## config.mk

```make
export PLATFORM = sky130hd
export DESIGN_NAME = irlpe_back_flat
export DESIGN_NICKNAME = d
export VERILOG_FILES = /design/src/irlpe_pkg.sv /design/src/irlpe_stream_if.sv /design/src/irlpe_divider.sv /design/src/irlpe_back.sv /design/src/flat_wrapper.sv
export SDC_FILE = /design/constraint.sdc
export NUM_CORES = 2
export LEC_CHECK = 0
export BUFFER_PORTS_ARGS = -buffer_cell sky130_fd_sc_hd__buf_4
export CAP_MARGIN = 20
export CORE_ASPECT_RATIO = 1.75
export CORE_UTILIZATION = 55
export CTS_CLUSTER_SIZE = 40
export DETAILED_ROUTE_END_ITERATION = 6
export PLACE_DENSITY = 0.74
export RECOVER_POWER = 100
export SYNTH_ARGS = -nofsm -noshare
export SYNTH_HDL_FRONTEND = slang
export SYNTH_SLANG_ARGS = --single-unit
export TNS_END_PERCENT = 50
```

## constraint.sdc

```tcl
create_clock -name i_clk -period 7.6 [get_ports i_clk]
set_input_delay 1.52 -clock i_clk [delete_from_list [all_inputs] [get_ports i_clk]]
set_output_delay 1.52 -clock i_clk [all_outputs]
set_load 0.1 [all_outputs]
```

## src/irlpe_pkg.sv

```systemverilog
package irlpe_pkg;

    localparam int SENSOR_COUNT_DEF = 8;
    localparam int CAL_ROUNDS_DEF   = 10;
    localparam int ADC_BITS_DEF     = 10;

    localparam int CMD_W  = 2;
    localparam int SMP_W  = 10;
    localparam int STS_W  = 2;
    localparam int POS_W  = 13;
    localparam int CFG_IDX_W = 3;
    localparam int CFG_DAT_W = 10;
    localparam int ACC_W  = 16;
    localparam int AVG_W  = 10;
    localparam int NRM_W  = 10;

    localparam logic [CMD_W-1:0] CMD_READ  = 2'd0;
    localparam logic [CMD_W-1:0] CMD_CAL   = 2'd1;
    localparam logic [CMD_W-1:0] CMD_CLEAR = 2'd2;
    localparam logic [CMD_W-1:0] CMD_RSVD  = 2'd3;

    localparam logic [STS_W-1:0] STS_POS    = 2'd0;
    localparam logic [STS_W-1:0] STS_CALDN  = 2'd1;
    localparam logic [STS_W-1:0] STS_NOCAL  = 2'd2;

    localparam logic [CFG_IDX_W-1:0] REG_SPS   = 3'd0;
    localparam logic [CFG_IDX_W-1:0] REG_CALEN = 3'd1;
    localparam logic [CFG_IDX_W-1:0] REG_AMAX  = 3'd2;
    localparam logic [CFG_IDX_W-1:0] REG_LTH   = 3'd3;
    localparam logic [CFG_IDX_W-1:0] REG_NTH   = 3'd4;

    localparam logic [POS_W-1:0] POS_SAT = 13'd8191;

    typedef struct packed {
        logic [CMD_W-1:0] cmd;
        logic [SMP_W-1:0] adc_sample;
    } t_in_item;

    typedef struct packed {
        logic [STS_W-1:0] status;
        logic [POS_W-1:0] position;
        logic             line_seen;
    } t_out_item;

    typedef struct packed {
        logic             is_cal;
        logic             is_clear;
        logic [SMP_W-1:0] sample;
    } t_op;

endpackage

```

## src/irlpe_stream_if.sv

```systemverilog
interface irlpe_stream_if #(
    parameter type T = logic
);
    logic valid;
    logic ready;
    T     data;
    modport source (output valid, output data, input ready);
    modport sink   (input valid, input data, output ready);
endinterface

```

## src/irlpe_divider.sv

```systemverilog
module irlpe_divider #(
    parameter int NUM_W = 24,
    parameter int DEN_W = 16
) (
    input  logic             i_clk,
    input  logic             i_rst_n,
    input  logic             i_start,
    input  logic [NUM_W-1:0] i_num,
    input  logic [DEN_W-1:0] i_den,
    output logic             o_done,
    output logic [NUM_W-1:0] o_quo
);
    localparam int CNT_W = $clog2(NUM_W + 1);
    logic             r_busy;
    logic [CNT_W-1:0] r_cnt;
    logic [NUM_W-1:0] r_q;
    logic [DEN_W:0]   r_rem;
    logic [DEN_W-1:0] r_den;
    logic             r_done;
    logic [DEN_W:0]   w_sh;
    logic [DEN_W:0]   w_sub;

    assign w_sh  = {r_rem[DEN_W-1:0], r_q[NUM_W-1]};
    assign w_sub = w_sh - {1'b0, r_den};

    always_ff @(posedge i_clk) begin
        if (!i_rst_n) begin
            r_busy <= 1'b0;
            r_done <= 1'b0;
            r_cnt  <= '0;
        end else begin
            r_done <= 1'b0;
            if (i_start) begin
                r_busy <= 1'b1;
                r_cnt  <= CNT_W'(NUM_W);
            end else if (r_busy) begin
                r_cnt <= r_cnt - 1'b1;
                if (r_cnt == CNT_W'(1)) begin
                    r_busy <= 1'b0;
                    r_done <= 1'b1;
                end
            end
        end
        if (i_start) begin
            r_q   <= i_num;
            r_rem <= '0;
            r_den <= i_den;
        end else if (r_busy) begin
            if (!w_sub[DEN_W]) begin
                r_rem <= w_sub;
                r_q   <= {r_q[NUM_W-2:0], 1'b1};
            end else begin
                r_rem <= w_sh;
                r_q   <= {r_q[NUM_W-2:0], 1'b0};
            end
        end
    end

    assign o_done = r_done;
    assign o_quo  = r_q;
endmodule

```

## src/irlpe_back.sv

```systemverilog
module irlpe_back #(
    parameter int SENSOR_COUNT = irlpe_pkg::SENSOR_COUNT_DEF,
    parameter int CAL_ROUNDS   = irlpe_pkg::CAL_ROUNDS_DEF,
    parameter int ADC_BITS     = irlpe_pkg::ADC_BITS_DEF
) (
    input  logic                  i_clk,
    input  logic                  i_rst_n,
    input  logic                  i_valid,
    input  irlpe_pkg::t_op        i_op,
    output logic                  o_ready,
    input  logic [6:0]            i_sps,
    input  logic [9:0]            i_amax,
    input  logic [9:0]            i_lth,
    input  logic [9:0]            i_nth,
    irlpe_stream_if.source        m_out
);
    localparam int CH_W  = (SENSOR_COUNT > 1) ? $clog2(SENSOR_COUNT) : 1;
    localparam int RND_W = $clog2(CAL_ROUNDS + 1);
    localparam int WSUM_W = 32;
    localparam int TOT_W  = 16;
    localparam int DIV_W  = 32;
    localparam int SMP_W  = irlpe_pkg::SMP_W;
    localparam logic [SMP_W-1:0] ADC_MASK = SMP_W'((1 << ADC_BITS) - 1);
    localparam logic [31:0] EDGE_POS = 32'((SENSOR_COUNT - 1) * 1000);
    localparam logic [31:0] HALF_POS = 32'((SENSOR_COUNT - 1) * 1000 / 2);

    localparam logic [3:0] S_IDLE  = 4'd0;
    localparam logic [3:0] S_AVG   = 4'd1;
    localparam logic [3:0] S_AVGW  = 4'd2;
    localparam logic [3:0] S_CAL   = 4'd3;
    localparam logic [3:0] S_NRM   = 4'd4;
    localparam logic [3:0] S_NRMW  = 4'd5;
    localparam logic [3:0] S_NACC  = 4'd6;
    localparam logic [3:0] S_POS   = 4'd7;
    localparam logic [3:0] S_POSW  = 4'd8;
    localparam logic [3:0] S_OUT   = 4'd9;
    localparam logic [3:0] S_CALE  = 4'd10;

    logic [3:0]  r_st;
    logic [15:0] r_acc   [SENSOR_COUNT];
    logic [9:0]  r_avg   [SENSOR_COUNT];
    logic [9:0]  r_smax  [SENSOR_COUNT];
    logic [9:0]  r_smin  [SENSOR_COUNT];
    logic [9:0]  r_cmax  [SENSOR_COUNT];
    logic [9:0]  r_cmin  [SENSOR_COUNT];
    logic [CH_W-1:0]  r_ch;
    logic [5:0]       r_smp;
    logic [RND_W-1:0] r_rnd;
    logic             r_calf;
    logic [12:0]      r_prev;
    logic             r_is_cal;
    logic [CH_W-1:0]  r_idx;
    logic [9:0]       r_nv;
    logic             r_seen;
    logic [WSUM_W-1:0] r_wsum;
    logic [TOT_W-1:0]  r_tot;
    logic              r_ovalid;
    irlpe_pkg::t_out_item r_out;

    logic [6:0]  w_n;
    logic        w_start;
    logic [DIV_W-1:0] w_num;
    logic [15:0] w_den;
    logic        w_done;
    logic [DIV_W-1:0] w_quo;
    logic [10:0] w_sd;
    logic [15:0] w_span;
    logic [25:0] w_prod;
    logic [12:0] w_posq;
    logic        w_last_ch;
    logic [SMP_W-1:0] w_smp;

    always_comb begin
        w_n = i_sps;
        if (w_n == 7'd0) w_n = 7'd1;
        if (w_n > 7'd64) w_n = 7'd64;
    end

    assign w_smp     = i_op.sample & ADC_MASK;
    assign w_last_ch = (r_ch == CH_W'(SENSOR_COUNT - 1));
    assign o_ready   = (r_st == S_IDLE);
    assign w_span    = 16'({6'd0, r_cmax[r_idx]} - {6'd0, r_cmin[r_idx]});
    assign w_sd      = {1'b0, r_avg[r_idx]} - {1'b0, r_cmin[r_idx]};
    assign w_prod    = 26'(w_sd[9:0]) * 26'd1000;

    always_comb begin
        w_start = 1'b0;
        w_num   = '0;
        w_den   = 16'd1;
        case (r_st)
            S_AVG: begin
                w_start = 1'b1;
                w_num   = DIV_W'(r_acc[r_idx]) + DIV_W'(w_n >> 1);
                w_den   = 16'(w_n);
            end
            S_NRM: begin
                w_start = !w_sd[10] && (w_span != 16'd0);
                w_num   = DIV_W'(w_prod);
                w_den   = w_span;
            end
            S_POS: begin
                w_start = 1'b1;
                w_num   = r_wsum;
                w_den   = r_tot;
            end
            default: begin
            end
        endcase
    end

    irlpe_divider #(.NUM_W(DIV_W), .DEN_W(16)) u_div (
        .i_clk   (i_clk),
        .i_rst_n (i_rst_n),
        .i_start (w_start),
        .i_num   (w_num),
        .i_den   (w_den),
        .o_done  (w_done),
        .o_quo   (w_quo)
    );

    assign w_posq = (w_quo > DIV_W'(irlpe_pkg::POS_SAT)) ? irlpe_pkg::POS_SAT
                                                         : w_quo[12:0];
    assign m_out.valid = r_ovalid;
    assign m_out.data  = r_out;

    always_ff @(posedge i_clk) begin
        if (!i_rst_n) begin
            r_st     <= S_IDLE;
            r_ch     <= '0;
            r_smp    <= '0;
            r_rnd    <= '0;
            r_calf   <= 1'b0;
            r_prev   <= '0;
            r_ovalid <= 1'b0;
            for (int i = 0; i < SENSOR_COUNT; i++) begin
                r_acc[i]  <= '0;
                r_cmax[i] <= '0;
                r_cmin[i] <= '1;
            end
        end else begin
            if (m_out.valid && m_out.ready) r_ovalid <= 1'b0;
            case (r_st)
                S_IDLE: begin
                    if (i_valid) begin
                        if (i_op.is_clear) begin
                            for (int i = 0; i < SENSOR_COUNT; i++) begin
                                r_cmax[i] <= '0;
                                r_cmin[i] <= i_amax;
                            end
                        end else begin
                            r_acc[r_ch] <= r_acc[r_ch] + 16'(w_smp);
                            r_ch <= w_last_ch ? '0 : r_ch + 1'b1;
                            if (w_last_ch) begin
                                if (7'(r_smp) + 7'd1 >= w_n) begin
                                    r_smp    <= '0;
                                    r_is_cal <= i_op.is_cal;
                                    r_idx    <= '0;
                                    r_st     <= S_AVG;
                                end else begin
                                    r_smp <= r_smp + 1'b1;
                                end
                            end
                        end
                    end
                end
                S_AVG: r_st <= S_AVGW;
                S_AVGW: begin
                    if (w_done) begin
                        r_avg[r_idx] <= w_quo[9:0];
                        r_acc[r_idx] <= '0;
                        if (r_idx == CH_W'(SENSOR_COUNT - 1)) begin
                            r_idx <= '0;
                            r_seen <= 1'b0;
                            r_wsum <= '0;
                            r_tot  <= '0;
                            if (r_is_cal) r_st <= S_CAL;
                            else if (!r_calf) begin
                                if (!r_ovalid || m_out.ready) begin
                                    r_out.status    <= irlpe_pkg::STS_NOCAL;
                                    r_out.position  <= '0;
                                    r_out.line_seen <= 1'b0;
                                    r_ovalid <= 1'b1;
                                    r_st <= S_IDLE;
                                end else begin
                                    r_st <= S_OUT;
                                end
                            end else r_st <= S_NRM;
                        end else begin
                            r_idx <= r_idx + 1'b1;
                            r_st  <= S_AVG;
                        end
                    end
                end
                S_CAL: begin
                    if (r_rnd == '0 && !r_calf) begin
                        r_calf <= 1'b1;
                        for (int i = 0; i < SENSOR_COUNT; i++) begin
                            r_cmax[i] <= '0;
                            r_cmin[i] <= i_amax;
                        end
                    end
                    for (int i = 0; i < SENSOR_COUNT; i++) begin
                        if (r_rnd == '0 || r_avg[i] > r_smax[i]) r_smax[i] <= r_avg[i];
                        if (r_rnd == '0 || r_avg[i] < r_smin[i]) r_smin[i] <= r_avg[i];
                    end
                    if (r_rnd + 1'b1 >= RND_W'(CAL_ROUNDS)) begin
                        r_rnd <= '0;
                        r_st  <= S_CALE;
                    end else begin
                        r_rnd <= r_rnd + 1'b1;
                        r_st  <= S_IDLE;
                    end
                end
                S_CALE: begin
                    if (!r_ovalid || m_out.ready) begin
                        for (int i = 0; i < SENSOR_COUNT; i++) begin
                            if (r_smin[i] > r_cmax[i]) r_cmax[i] <= r_smin[i];
                            if (r_smax[i] < r_cmin[i]) r_cmin[i] <= r_smax[i];
                        end
                        r_out.status    <= irlpe_pkg::STS_CALDN;
                        r_out.position  <= '0;
                        r_out.line_seen <= 1'b0;
                        r_ovalid <= 1'b1;
                        r_st <= S_IDLE;
                    end
                end
                S_NRM: begin
                    if (w_start) r_st <= S_NRMW;
                    else begin
                        r_nv <= '0;
                        r_st <= S_NACC;
                    end
                end
                S_NRMW: begin
                    if (w_done) begin
                        r_nv <= (w_quo > DIV_W'(1000)) ? 10'd1000 : w_quo[9:0];
                        r_st <= S_NACC;
                    end
                end
                S_NACC: begin
                    if (r_nv > i_lth) r_seen <= 1'b1;
                    if (r_nv > i_nth) begin
                        r_wsum <= r_wsum + WSUM_W'(r_nv) * WSUM_W'(32'(r_idx) * 1000);
                        r_tot  <= r_tot + TOT_W'(r_nv);
                    end
                    if (r_idx == CH_W'(SENSOR_COUNT - 1)) r_st <= S_POS;
                    else begin
                        r_idx <= r_idx + 1'b1;
                        r_st  <= S_NRM;
                    end
                end
                S_POS: begin
                    if (r_seen && r_tot != '0) r_st <= S_POSW;
                    else r_st <= S_OUT;
                end
                S_POSW: begin
                    if (w_done) begin
                        r_prev <= w_posq;
                        r_st   <= S_OUT;
                    end
                end
                S_OUT: begin
                    if (!r_ovalid || m_out.ready) begin
                        r_ovalid <= 1'b1;
                        r_st <= S_IDLE;
                        if (!r_calf) begin
                            r_out.status    <= irlpe_pkg::STS_NOCAL;
                            r_out.position  <= '0;
                            r_out.line_seen <= 1'b0;
                        end else begin
                            r_out.status    <= irlpe_pkg::STS_POS;
                            r_out.line_seen <= r_seen;
                            if (r_seen) r_out.position <= r_prev;
                            else if (32'(r_prev) < HALF_POS) r_out.position <= '0;
                            else if (EDGE_POS > 32'(irlpe_pkg::POS_SAT))
                                r_out.position <= irlpe_pkg::POS_SAT;
                            else r_out.position <= EDGE_POS[12:0];
                        end
                    end
                end
                default: r_st <= S_IDLE;
            endcase
        end
    end
endmodule

```

## src/flat_wrapper.sv

```systemverilog
// flat-port wrapper written by rule: the top's interface ports become plain ports
module irlpe_back_flat 
#(
    parameter int SENSOR_COUNT = irlpe_pkg::SENSOR_COUNT_DEF,
    parameter int CAL_ROUNDS   = irlpe_pkg::CAL_ROUNDS_DEF,
    parameter int ADC_BITS     = irlpe_pkg::ADC_BITS_DEF
)
  (i_clk, i_rst_n, i_valid, i_op, o_ready, i_sps, i_amax, i_lth, i_nth, m_out_valid, m_out_data, m_out_ready);
  irlpe_stream_if m_out_i ();
  input  logic i_clk;
  input  logic i_rst_n;
  input  logic i_valid;
  input  irlpe_pkg::t_op i_op;
  output logic o_ready;
  input  logic [6:0] i_sps;
  input  logic [9:0] i_amax;
  input  logic [9:0] i_lth;
  input  logic [9:0] i_nth;
  output wire logic [$bits(m_out_i.valid)-1:0] m_out_valid;
  output wire logic [$bits(m_out_i.data)-1:0] m_out_data;
  input wire logic [$bits(m_out_i.ready)-1:0] m_out_ready;
  assign m_out_valid = m_out_i.valid;
  assign m_out_data = m_out_i.data;
  assign m_out_i.ready = m_out_ready;
  irlpe_back #(.SENSOR_COUNT(SENSOR_COUNT), .CAL_ROUNDS(CAL_ROUNDS), .ADC_BITS(ADC_BITS)) u_core (.i_clk(i_clk), .i_rst_n(i_rst_n), .i_valid(i_valid), .i_op(i_op), .o_ready(o_ready), .i_sps(i_sps), .i_amax(i_amax), .i_lth(i_lth), .i_nth(i_nth), .m_out(m_out_i));
endmodule
```

==> run_results.csv <==
group,metric,value,unit
routing,wl_met3,6.95,mm
timing,fin_ws,-0.316,ns
floorplanning,io_pins,56,
yosys,postSynthCellCount,4147,
clocking,hold_buffers,0,
min_path,hold_class,"flop to flop",
floorplanning,start_util,0.557,
run_status,status,"finished, violations left",
routing,drt_wl_total,129,mm
critical_path,r2r_end,"u_core.r_wsum[31]$_SDFFCE_PN0P_",
min_path,min_to,"u_core.r_smp[1]$_SDFFE_PN0P_",
routing,dr_wl_met2,65.6,mm
clocking,cts_buffers,61,
routing,antenna_left,0,
routing,wl_per_cell,23.7,µm
critical_path,critPathMaxFanout,6,
critical_path,crit_required,8.12,ns
critical_path,rr_worst_depth,29,
clocking,clk_path_buf_depth,3,
yosys,yosysSeqAreaShare,0.430,
timing,slew_violations,187,
yosys,yosys.area.top_type,"edfxtp_1",
clocking,cts_root_buffer,"clkbuf_16",
yosys,yosys_warnings,0,
run,cap_violations,6,
floorplanning,die_h,387,µm
placement,place_inst,5306,
yosys,synth_cell_types,85,
yosys,ys_async_sr_fraction,0,
final_layout,antennaDiodeCount,0,
timing,finClkSkew,0.0530,ns
yosys,synth_area_leaders,"edfxtp_1, ha_1, mux4_2, fa_1, inv_1",
placement,port_buffers,55,
final_layout,fin_nets,4993,
routing,drc_errors,0,
yosys,synth_top_area_frac,0.404,
timing,grt_setup_unrepaired,"yes",
global_route,grt_pass1_vias,34600,
routing,drt_pass1_iterations,7,
min_path,hold_start,"u_core.r_smp[1]$_SDFFE_PN0P_",
floorplanning,coreArea,0.0836,mm²
critical_path,crit_path_max_incr_delay,0.54,ns
min_path,holdPathStages,2,
clocking,clk_latency,0.69,ns
yosys,synth_area_per_cell,11.2,µm²
routing,viasPerCell,6.18,
clocking,cts.htree.levels,2,
placement,place.gp.congestion,0.968,
critical_path,slowest_stage,"fa_2",
timing,period_needed,7.92,ns
yosys,synth-main-ff-cell,"edfxtp_1",
global_route,grt_usage,0.302,
routing,vias,33600,
global_route,grt_overflow_total,0,
yosys,synth_nets,4830,
critical_path,arrival,8.43,ns
yosys,ys_ff_latch,686,
clocking,path_clk_slew,0.07,ns
critical_path,crit_path_end_kind,"flop",
global_route,grt_pass1_wl,197,mm
placement,dp_hpwl,98.2,mm
final_layout,final_cells,5427,
clocking,cts_sinks,686,
critical_path,r2r-start,"u_core.r_idx[0]$_DFFE_PP_",
placement,pre_cts_ws,-0.418,ns
final_layout,drive_above_1_share,0.124,
routing,drtIter0Drc,2612,
clocking,cts_tree,"done",
timing,setup_viol,13,
floorplanning,floorplan.die_area,0.0859,mm²
global_route,antenna_found_initial,3,
global_route,grt_max_degree,50,
critical_path,r2r_slack,-0.32,ns
floorplanning,std_cell_rows,140,
timing,hold_viol,0,
final_layout,areaGrowthSynthToFinish,10.2,%
critical_path,critical_path_buf_inv_count,5,
timing,fmax,126,MHz
timing,final.period_utilization,1.04,
routing,highest_layer,"met5",
timing,slew_headroom,-0.804,
timing,max_slew.worst_pin.slew,2.71,ns
run_status,violations,"max-capacitance violations, max-slew violations, negative setup slack",
critical_path,criticalPathCategory,"flop to flop",
routing,wl_met1,44.1,mm
timing,fin_hold_ws,0.487,ns
yosys,synth_edf_count,627,
yosys,syn_area,0.0466,mm²
critical_path,worstSetupStartpointType,"flop",
final_layout,fill_cells,6604,
critical_path,cp_top_family,"adder cells",
floorplanning,fp.dieW,222,µm
critical_path,crit_start,"u_core.r_idx[0]$_DFFE_PP_",
[worst max path at each step]
stage                                      end  slack [ns]  depth (start not counted)
3_5_place_dp   u_core.r_wsum[31]$_SDFFCE_PN0P_       -0.42                         30
5_1_grt        u_core.r_wsum[31]$_SDFFCE_PN0P_       -0.55                         28
6_report       u_core.r_wsum[31]$_SDFFCE_PN0P_       -0.32                         29
3_3_place_gp   u_core.r_wsum[31]$_SDFFCE_PN0P_       -0.35                         30
4_1_cts        u_core.r_wsum[31]$_SDFFCE_PN0P_       -0.25                         30
2_1_floorplan  u_core.r_wsum[31]$_SDFFCE_PN0P_       -0.04                         31
[metal layers]
layer  track usage  vias up
met5             0        -
met4         0.240        4
met3        0.0348      481
met2         0.546     1264
met1         0.315    16500
li1              -    15300
[flip-flops by register name (all words and copies together), names as in the netlist, 29 cells and up, named ones only]
register,cells
u_core.u_div.o_quo,32
u_core.r_cmin,80
u_core.r_avg,80
u_core.r_acc,128
u_core.r_smax,80
u_core.r_cmax,80
u_core.r_smin,80
u_core.r_wsum,29
[cell families after synthesis]
family          count (synthesis)  share of synthesized area
compound gates                755                      0.108
xor+xnor                      115                     0.0216
fa+ha+maj                     630                      0.186
buf+inv                       666                     0.0551
flops                         686                      0.430
mux                           264                     0.0918
simple gates                 1031                      0.108
[per-stage QoR]
stage / cell area (µm²) / util / setup TNS, ns
floorplan: 46700 / - / -0.0709
global placement: 49200 / 0.588 / -2.27
detailed placement: 49200 / 0.588 / -3.61
CTS: 51400 / 0.615 / -1.89
global route: 51300 / 0.614 / -7.67
finish: 51300 / 0.614 / -2.52
[area by class of cell]
cell class,count,area (µm²),area share
Multi-Input combinational cell,2796,24300,0.475
Sequential cell,686,20000,0.390
Inverter,538,2020,0.0394
Clock buffer,70,1570,0.0306
Timing Repair Buffer,227,1510,0.0293
Tap cell,1065,1330,0.0260
Clock inverter,45,499,0.00973
[worst min-delay path: cells and delay by family (launching register included)]
family / cells / cell delay [ns]
compound gates: 1 / 0.05
simple gates: 1 / 0.06
flops: 1 / 0.33
[layout by cell type (no fill, tap or decap), types with 46 or more instances in the layout]
master | netlist | layout
and2_1 | 125 | 70
nand2_1 | 245 | 243
nand3_1 | 70 | 67
clkbuf_16 | 0 | 61
nor3_1 | 49 | 47
mux2_2 | 61 | 60
nand2b_1 | 69 | 66
buf_4 | 4 | 160
nor2b_1 | 50 | 49
nor2_1 | 286 | 279
xor2_1 | 48 | 46
o21ai_0 | 132 | 137
ha_1 | 527 | 522
dfxtp_1 | 59 | 56
and2_0 | 0 | 54
a21o_1 | 84 | 84
mux2i_1 | 78 | 77
fa_1 | 103 | 97
clkbuf_1 | 92 | 67
mux4_2 | 124 | 124
xnor2_1 | 67 | 65
edfxtp_1 | 627 | 627
a21oi_1 | 210 | 200
inv_1 | 536 | 534
o21a_1 | 50 | 50
[Yosys cell counts (all sizes together), types with 15 or more instances]
cell,n
o22a,20
xnor2,67
o21a,50
a211oi,34
nand3,70
mux4,124
mux2i,78
a21oi,211
mux2,62
nor2,286
o21bai,15
fa,103
buf,34
nand2b,69
a22o,15
nor4,15
dfxtp,59
nor3,50
nand2,245
nor2b,50
clkbuf,92
ha,527
nand4,42
o21ai,142
a21boi,21
and3,22
edfxtp,627
and2,125
a21o,85
or3,18
o211ai,33
a2111oi,18
xor2,48
inv,537
[timing repair]
action / in CTS / in global routing
setup endpoints to repair: 13 / 20
resized for setup: 19 / 42
cloned: 1 / 0
setup buffers: 3 / 2
pin swaps: 14 / 21
Power is left out: the tool's default activity adds up to more than one toggle a clock period on the data nets, which glitch-free logic cannot reach.
